File: src/rtl/bitmap_first_fit_allocator_assert.svh
// ----------------------------------------------------------------------------
// bitmap_first_fit_allocator_assert.svh
// assertion macros used by the allocator rtl
// ----------------------------------------------------------------------------
`ifndef BITMAP_FIRST_FIT_ALLOCATOR_ASSERT_SVH
`define BITMAP_FIRST_FIT_ALLOCATOR_ASSERT_SVH

// same-cycle implication, checked out of reset
`define BFFA_ASSERT_NOW(label, clk, rstn, ante, cons) \
    label: assert property (@(posedge clk) disable iff (!(rstn)) (ante) |-> (cons)) \
        else $error("allocator check failed");

// next-cycle implication, checked out of reset
`define BFFA_ASSERT_NEXT(label, clk, rstn, ante, cons) \
    label: assert property (@(posedge clk) disable iff (!(rstn)) (ante) |=> (cons)) \
        else $error("allocator sequencing check failed");

`endif

File: src/rtl/bffa_pkg.sv
// ----------------------------------------------------------------------------
// bffa_pkg
// shared constants and types of the bitmap first-fit allocator
// ----------------------------------------------------------------------------
package bffa_pkg;

    // width of a chunk index on the ports
    localparam int INDEX_W = 17;

    // request codes
    typedef enum logic {
        OP_ALLOC = 1'b0,
        OP_MARK  = 1'b1
    } op_t;

endpackage

File: src/rtl/bffa_divider.sv
// ----------------------------------------------------------------------------
// bffa_divider
// two-stage constant divider: chunk index into map word and bit position
// ----------------------------------------------------------------------------
module bffa_divider
    import bffa_pkg::*;
#(
    parameter int DIVISOR = 32
) (
    input  logic                       aclk,
    input  logic                       aresetn,
    input  logic                       start,
    input  logic [INDEX_W-1:0]         dividend,
    output logic                       done,
    output logic [INDEX_W-1:0]         quotient,
    output logic [$clog2(DIVISOR)-1:0] remainder
);

    localparam int REM_W   = $clog2(DIVISOR);
    localparam int SHIFT   = INDEX_W + REM_W;
    localparam int RECIP_W = INDEX_W + 2;
    localparam int PROD_W  = INDEX_W + RECIP_W;
    // ceil(2^SHIFT / DIVISOR), exact for every index value
    localparam longint RECIP = ((longint'(1) << SHIFT) + DIVISOR - 1) / DIVISOR;

    logic [PROD_W-1:0]  product;
    logic [INDEX_W-1:0] back;
    logic               step_reg;
    logic               done_reg;
    logic [INDEX_W-1:0] num_reg;
    logic [INDEX_W-1:0] quot_reg;
    logic [REM_W-1:0]   rem_reg;

    // stage 1: quotient by reciprocal multiply, stage 2: remainder
    assign product = PROD_W'(dividend) * PROD_W'(RECIP);
    assign back    = quot_reg * INDEX_W'(DIVISOR);

    always_ff @(posedge aclk) begin
        if (!aresetn) begin
            step_reg <= 1'b0;
            done_reg <= 1'b0;
        end else begin
            step_reg <= start;
            done_reg <= step_reg;
        end
    end

    always_ff @(posedge aclk) begin
        if (start) begin
            num_reg  <= dividend;
            quot_reg <= INDEX_W'(product >> SHIFT);
        end
        if (step_reg) begin
            rem_reg <= REM_W'(num_reg - back);
        end
    end

    assign done      = done_reg;
    assign quotient  = quot_reg;
    assign remainder = rem_reg;

endmodule

File: config.mk
export PLATFORM = sky130hd
export DESIGN_NAME = bffa_divider
export DESIGN_NICKNAME = d
export VERILOG_FILES = /design/src/rtl/bitmap_first_fit_allocator_assert.svh /design/src/rtl/bffa_pkg.sv /design/src/rtl/bffa_divider.sv
export SDC_FILE = /design/constraint.sdc
export NUM_CORES = 1
export LEC_CHECK = 0
export ABC_CLOCK_PERIOD_IN_PS = 1000
export BUFFER_PORTS_ARGS = -buffer_cell sky130_fd_sc_hd__clkbuf_2
export CORE_UTILIZATION = 40
export CTS_CLUSTER_DIAMETER = 50
export DETAILED_ROUTE_END_ITERATION = 6
export HOLD_SLACK_MARGIN = 0.12
export PLACE_DENSITY = 0.81
export SYNTH_ARGS = -nofsm -noshare
export SYNTH_HDL_FRONTEND = slang
export SYNTH_SLANG_ARGS = --single-unit
File: constraint.sdc
create_clock -name aclk -period 1 [get_ports aclk]
set_input_delay 0.25 -clock aclk [delete_from_list [all_inputs] [get_ports aclk]]
set_output_delay 0.25 -clock aclk [all_outputs]
set_load 0.005 [all_outputs]
**Yosys cells after proc, flatten, opt, wreduce, memory -nomap -nowiden**

Index checks and enable logic that the tools add are counted.
W data, S select, Z words.

- Flip-flop bits (word level): 24
- Input bits: 20
- Logic and storage cells: 6

- Add/subtract/negate cells: 1

Operators by type and width:

| operator | number |
|---|---|
| $sub A5 B1 Y5 const B | 1 |

**Depth between registers and ports, before layout**

Gate-level depths: netlist (run 1).

- Word-level depth: 1
- Mapped depth: 1
- Depth with buffers taken out: 1

**Worst setup path before layout (run 1)**

OpenSTA, ideal clock, no wires.

- Path type: reg2reg
- Start point: register step_reg
- End point: register rem_reg[0], in the netlist remainder[0] (enable)
- Library setup time: 0.315 ns
- Data arrival time: 0.386 ns
- Slack: 0.298 ns
- Cell stages (with the launch flop): 1
- Clock period less this slack: 0.702 ns
- Cells stage by stage: dfxtp_1

RTL lines:

| item | line | source |
|---|---|---|
| start: declaration | bffa_divider.sv:28 | `logic step_reg;` |
| start signal: assignment | bffa_divider.sv:43 | `step_reg <= start;` |
| end signal: assignment | bffa_divider.sv:54 | `rem_reg <= REM_W'(num_reg - back);` |
| end: declaration | bffa_divider.sv:32 | `logic [REM_W-1:0] rem_reg;` |

No word-level cell between the ends.

**Worst setup path in the final report (run 1)**

- Start point: register quot_reg[10], in the netlist quotient[10]
- End point: output quotient[10]

RTL lines:

| item | line | source |
|---|---|---|
| start: declaration | bffa_divider.sv:31 | `logic [INDEX_W-1:0] quot_reg;` |
| start signal: assignment | bffa_divider.sv:51 | `quot_reg <= INDEX_W'(product >> SHIFT);` |
| end: declaration | bffa_divider.sv:15 | `output logic [INDEX_W-1:0] quotient,` |

No word-level cell between the ends.

==> metrics.md, run 1 <==
| Metric | Value |
|---|---|
| Final period util | `1.097` |
| Most used routing layer | `met2` |
| Fin crit period | `roughly 1.1 ns` |
| DR iter-0 viols | `15` |
| Final hold vios | `0` |
| Final setup viols | `17` |
| Non-filler cells in the finished layout | `114` |
| Register area share after synthesis | `0.9287` |
| Crit Path Max Fanout | `1` |
| DRC | `0` |
| Share of cells above drive strength 1 | `0.4607` |
| Port Buffers | `37` |
| Critical Path Slowest Stage Cell | `edfxtp_1` |
| Die ar. | `2064 sq um` |
| Via count | `467` |
| Status | `finished with violations` |
| CP endpoint kind | `output port` |
| Failing checks | `negative setup slack` |
| DP Cell Count | `93` |
| CTS max path bufs | `2` |
| Die Wd | `between 40 and 50 um` |
| All-Layer GR Usage | `0.1382` |
| Final Total Pwr | `~2.0 mW` |
| Critical Path Max Stage Delay | `just over 0.4 ns` |
| Setup CP Type | `flip-flop to output port` |
| Mapped Area | `~750 sq um` |
| Yosys Warn Count | `0` |
| Core box area | `around 1700 sq um` |
| Die Height | `roughly 45 um` |
| Vias/cell | `4.096` |
| Post-Route WL | `about 1300 um` |
| Synthesized instance count | `32` |
| Inserted Clock Buffers | `3` |
| Met2 Usage GRT | `0.2457` |
| Min-Delay Path Class | `primary input to flip-flop` |
| CP Launch Type | `flip-flop` |
| # rows | `15` |
| Pin count of the biggest net entering global routing | `19` |
| GR Layer Usage met3 | `0.06349` |
| Worst vdd ir | `roughly 1.1 mV` |
| Achievable Freq | `911.3 MHz` |
| Max-cap viol count | `0` |
| Cell Area, Placed | `between 900 and 1000 sq um` |
| Crit path max-delay family | `flip-flops` |
| R2R depth | `0` |
| Grt ovf | `0` |
| Layout Skew | `roughly 0.0056 ns` |
| Root Buffer | `clkbuf_4` |
| Met1 Track Usage GR | `0.1377` |
| Top Ports | `43` |
| Crit path required time | `about 0.75 ns` |
| Worst path arrival time | `roughly 0.85 ns` |
| Critical path depth in cells | `1` |
| Pwr per Cell Area | `~1700 nW/um^2` |
| Yosys reg bits | `24` |
| Worst-Skew Late Latency | `~0.3 ns` |
| Most common cell after layout, fill and taps aside | `clkbuf_2` |
| Syn avg cell area | `between 20 and 25 sq um` |
| Vias in the first global route | `~460` |
| Clock Pin Slew Worst Setup and Hold Paths | `roughly 0.13 ns` |
| Crit path cell chain | `clkbuf_2` |
| Post-CTS Setup Repair Bufs | `0` |
| Max Slew Vio Count | `0` |
| Synth-to-layout area growth | `55.22%` |
| Final setup margin | `-0.09731 ns` |
| CTS tree | `yes` |
| Ant diodes | `0` |
| GPL Wtd Cong | `just under 0.7` |
| Crit path buf inv count | `1` |
| Initial Util | `0.4323` |
| Post-route antenna net violation count | `0` |
| Largest register FFs | `12` |
| Design area | `~1200 sq um` |
| Nets@finish | `110` |
| First-pass GRT wire length | `about 1900 um` |
| Clock Sinks | `24` |
| Htree depth | `1` |
| Initial antenna violation count | `0` |
| Most frequent cells in the layout | `clkbuf_2, edfxtp_1, dlygate4sd3_1` |
| FILL cells | `116` |
| WHS Path Cells | `2` |
| Util after Layout | `0.6710` |
| Drt pass-1 iters | `4` |
| Netlist cell types | `5` |
| RSZ-0062 raised after global routing | `true` |
| Pleak | `~0.51 nW` |
| Post-DR wirelength/cell | `about 11 um` |
repair_timing:
item,CTS,global route
endpoints found under the hold margin,17,0
hold buffers,17,0
endpoints found under the setup margin,17,18
pin swaps,0,0
resized for setup,0,1
kinds of logic after synthesis:
logic type	after synthesis	share of synthesized area
flops	24	0.9287
buf+inv	5	0.04976
simple gates	2	0.01658
other cells	1	0.004970
per-stage QoR:
stage | TNS [ns] | hold slack (ns) | setup slack [ns]
2_1_floorplan | 0 | 0.3489 | 0.2985
3_3_place_gp | 0 | 0.4051 | 0.07686
3_5_place_dp | 0 | 0.4098 | 0.04372
4_1_cts | -1.173 | 0.1536 | -0.1236
5_1_grt | -1.659 | 0.1666 | -0.1341
6_report | -1.046 | 0.1584 | -0.09731
cell usage after synthesis:
cell / number / area, sq um
edfxtp_1: 22 / 660.6
buf_4: 5 / 37.54
and2_1: 2 / 12.51
dfxtp_1: 2 / 40.04
conb_1: 1 / 3.750
path summary, 6_finish.rpt:
check	startpoint	to	slack (ns)
setup / recovery	quotient[10]	quotient[10]	-0.1
hold / removal	aresetn	done	0.16
setup reg to reg	step_reg	remainder[3]	0.25
hold reg to reg	num_reg[3]	remainder[3]	0.44
layer usage:
metal	share of wire	vias to the layer above
li1	-	223
met1	0.35	208
met2	0.52	34
met3	0.12	2
met4	0.0099	0
met5	0	-
area by class of cell:
type / instances / area [sq um] / area share
clock buffers: 3 / 22.52 / 0.01923
flip-flops and latches: 24 / 700.7 / 0.5983
well taps: 25 / 31.28 / 0.02671
repair buffers: 54 / 355.3 / 0.3034
multi-input cells: 7 / 31.28 / 0.02671
clock inverters: 1 / 30.03 / 0.02564
report_power, final:
| part | internal, mW | switching [mW] | leakage (nW) | total, mW |
|---|---|---|---|---|
| combinational | 0.104 | 0.0644 | 0.247 | 0.169 |
| clock | 0.405 | 0.265 | 0.0279 | 0.670 |
| sequential | 1.18 | 0.0248 | 0.230 | 1.20 |
| total | 1.69 | 0.355 | 0.505 | 2.04 |
Note: power is estimated with default switching activity, not from simulation.
==> inputs of run 2 (changes only) <==
--- a/config.mk
+++ b/config.mk
@@ -10,6 +10,7 @@
 export CORE_UTILIZATION = 40
 export CTS_CLUSTER_DIAMETER = 50
 export DETAILED_ROUTE_END_ITERATION = 6
+export GPL_TIMING_DRIVEN = 0
 export HOLD_SLACK_MARGIN = 0.12
 export PLACE_DENSITY = 0.81
 export SYNTH_ARGS = -nofsm -noshare
==> run 2 against run 1 <==
Compared with the run above: the flow still finishes with violations (negative setup slack); non-clock buffer count grew 5; global-route usage grew 0.17 points; hold slack gained 0.0011 ns; maximum frequency shrank 0.46%; register-to-register slack is essentially flat; sequential share of layout area shrank 0.57 points; clock skew grew 0.0050 ns; count of clock-buffer cells in the layout is the same; final cell count grew 4.4%; critical path depth is the same.
==> metrics.md, run 2 (same netlist as run 1, synthesis figures left out) <==
| Metric | Value |
|---|---|
| DP Cell Count | `98 (was 93)` |
| Port Buffers | `37 (unchanged)` |
| Post-DR wirelength/cell | `10.69 um (was 11.46 um)` |
| Status | `finished with violations (unchanged)` |
| Most common cell after layout, fill and taps aside | `clkbuf_2 (unchanged)` |
| Cell Area, Placed | `985.9 sq um (was 948.4 sq um)` |
| Initial Util | `0.4323 (unchanged)` |
| Layout Skew | `0.01057 ns (was 0.005556 ns)` |
| Crit path cell chain | `clkbuf_2 (unchanged)` |
| Achievable Freq | `907.1 MHz (was 911.3 MHz)` |
| Die Wd | `45.43 um (unchanged)` |
| DPL Wire Length | `approximately 700 um` |
| Die Height | `45.43 um (unchanged)` |
| Top Ports | `43 (unchanged)` |
| Pin count of the biggest net entering global routing | `19 (unchanged)` |
| CP Launch Type | `flip-flop (unchanged)` |
| Worst-Skew Late Latency | `0.30 ns (about the same)` |
| Final setup margin | `-0.1024 ns (was -0.09731 ns)` |
| Area of the multi-input gates | `31.28 sq um (unchanged)` |
| Final setup viols | `17 (unchanged)` |
| Max Slew Vio Count | `0 (unchanged)` |
| Pwr per Cell Area | `1510 nW/um^2 (was 1743 nW/um^2)` |
| DRC | `0 (unchanged)` |
| Final period util | `1.102 (was 1.097)` |
| Non-filler cells in the finished layout | `119 (was 114)` |
| Crit Path Max Fanout | `1 (unchanged)` |
| Setup CP Type | `flip-flop to output port (unchanged)` |
| Critical Path Slowest Stage Cell | `edfxtp_1 (unchanged)` |
| CTS max path bufs | `2 (unchanged)` |
| Max-cap viol count | `0 (unchanged)` |
| Post-CTS Setup Repair Bufs | `0 (unchanged)` |
| Most frequent cells in the layout | `clkbuf_2, edfxtp_1, dlygate4sd3_1 (unchanged)` |
| Nets@finish | `115 (was 110)` |
| Critical Path Max Stage Delay | `0.41 ns (about the same)` |
| CTS tree | `yes (unchanged)` |
| CP endpoint kind | `output port (unchanged)` |
| Die ar. | `2064 sq um (unchanged)` |
| GPL Wtd Cong | `0.6891 (was 0.6820)` |
| Largest register FFs | `12 (unchanged)` |
| Initial antenna violation count | `0 (unchanged)` |
| Worst hold slack | `0.1596 ns (was 0.1584 ns)` |
| DR iter-0 viols | `4 (was 15)` |
| Fin crit period | `1.102 ns (was 1.097 ns)` |
| Post-route antenna net violation count | `0 (unchanged)` |
| Root Buffer | `clkbuf_4 (unchanged)` |
| Synth-to-layout area growth | `56.72% (was 55.22%)` |
| Final Total Pwr | `1.786 mW (was 2.042 mW)` |
| Vias/cell | `4.025 (was 4.096)` |
| Worst vdd ir | `1.087 mV (was 1.107 mV)` |
| Core box area | `1745 sq um (unchanged)` |
| Design area | `1182 sq um (was 1171 sq um)` |
| Via count | `479 (was 467)` |
| Crit path max-delay family | `flip-flops (unchanged)` |
| Reg area | `700.7 sq um (unchanged)` |
| Util after Layout | `0.6774 (was 0.6710)` |
| Worst path arrival time | `0.85 ns (about the same)` |
| Vias in the first global route | `469 (was 459)` |
| First-pass GRT wire length | `1938 um (was 1883 um)` |
| Failing checks | `negative setup slack (unchanged)` |
| Htree depth | `1 (unchanged)` |
| Crit path required time | `0.75 ns (about the same)` |
| FILL cells | `131 (was 116)` |
| Min-Delay Path Class | `primary input to flip-flop (unchanged)` |
| Clock Pin Slew Worst Setup and Hold Paths | `0.12 ns (was 0.13 ns)` |
| All-Layer GR Usage | `0.1399 (was 0.1382)` |
| Pleak | `0.5199 nW (was 0.5052 nW)` |
| Share of cells above drive strength 1 | `0.4787 (was 0.4607)` |
| # rows | `15 (unchanged)` |
| Crit path buf inv count | `1 (unchanged)` |
| RSZ-0062 raised after global routing | `true (unchanged)` |
| Grt ovf | `0 (unchanged)` |
| Post-Route WL | `1272 um (was 1307 um)` |
| Final hold vios | `0 (unchanged)` |
| Ant diodes | `0 (unchanged)` |
| Inserted Clock Buffers | `3 (unchanged)` |
| Drt pass-1 iters | `3 (was 4)` |
| Clock Sinks | `24 (unchanged)` |
==> run 2: what timing repair did <==
item,4_1_cts,5_1_grt
hold buffers,17,0
hold endpoints to repair,17,0
resized for setup,0,1
setup endpoints to repair,17,18
==> run 2: layer usage <==
layer | global-route usage | part of all wire
met1 | 0.1459 | 0.39
met3 | 0.07937 | 0.16
met4 | 0.07273 | 0.0063
met5 | 0 | 0
met2 | 0.2229 | 0.45
==> run 2: power by group <==
group	switching [mW]	leakage, nW	total, mW	internal (mW)
combinational	0.0675	0.275	0.184	0.116
sequential	0.0212	0.230	1.20	1.18
clock	0.257	0.0154	0.403	0.145
==> run 2: area by class of cell <==
type                            count  area share
Clock inverter                      1    0.003175
Tap cell                           25     0.02646
Timing Repair Buffer               54      0.3005
Buffer                              5     0.03175
Multi-Input combinational cell      7     0.02646
Sequential cell                    24      0.5926
Clock buffer                        3     0.01905
==> run 2: metrics by stage <==
| stage | setup TNS [ns] | setup WS (ns) |
|---|---|---|
| final | -0.8729 | -0.1024 |
| after CTS | -1.007 | -0.07541 |
| after detailed placement | 0 | 0.04863 |
| after global placement | 0 | 0.06491 |
| after global routing | -1.702 | -0.1225 |
| after floorplan | 0 | 0.2985 |
==> run 2: final timing paths <==
kind                                   start           end  slack, ns  cells past startpoint
worst max-delay path            quotient[10]  quotient[10]      -0.10                      1
worst min-delay path                 aresetn          done       0.16                      2
worst max register to register      step_reg  remainder[2]       0.25                      0
worst min register to register    num_reg[3]  remainder[3]       0.43                      0
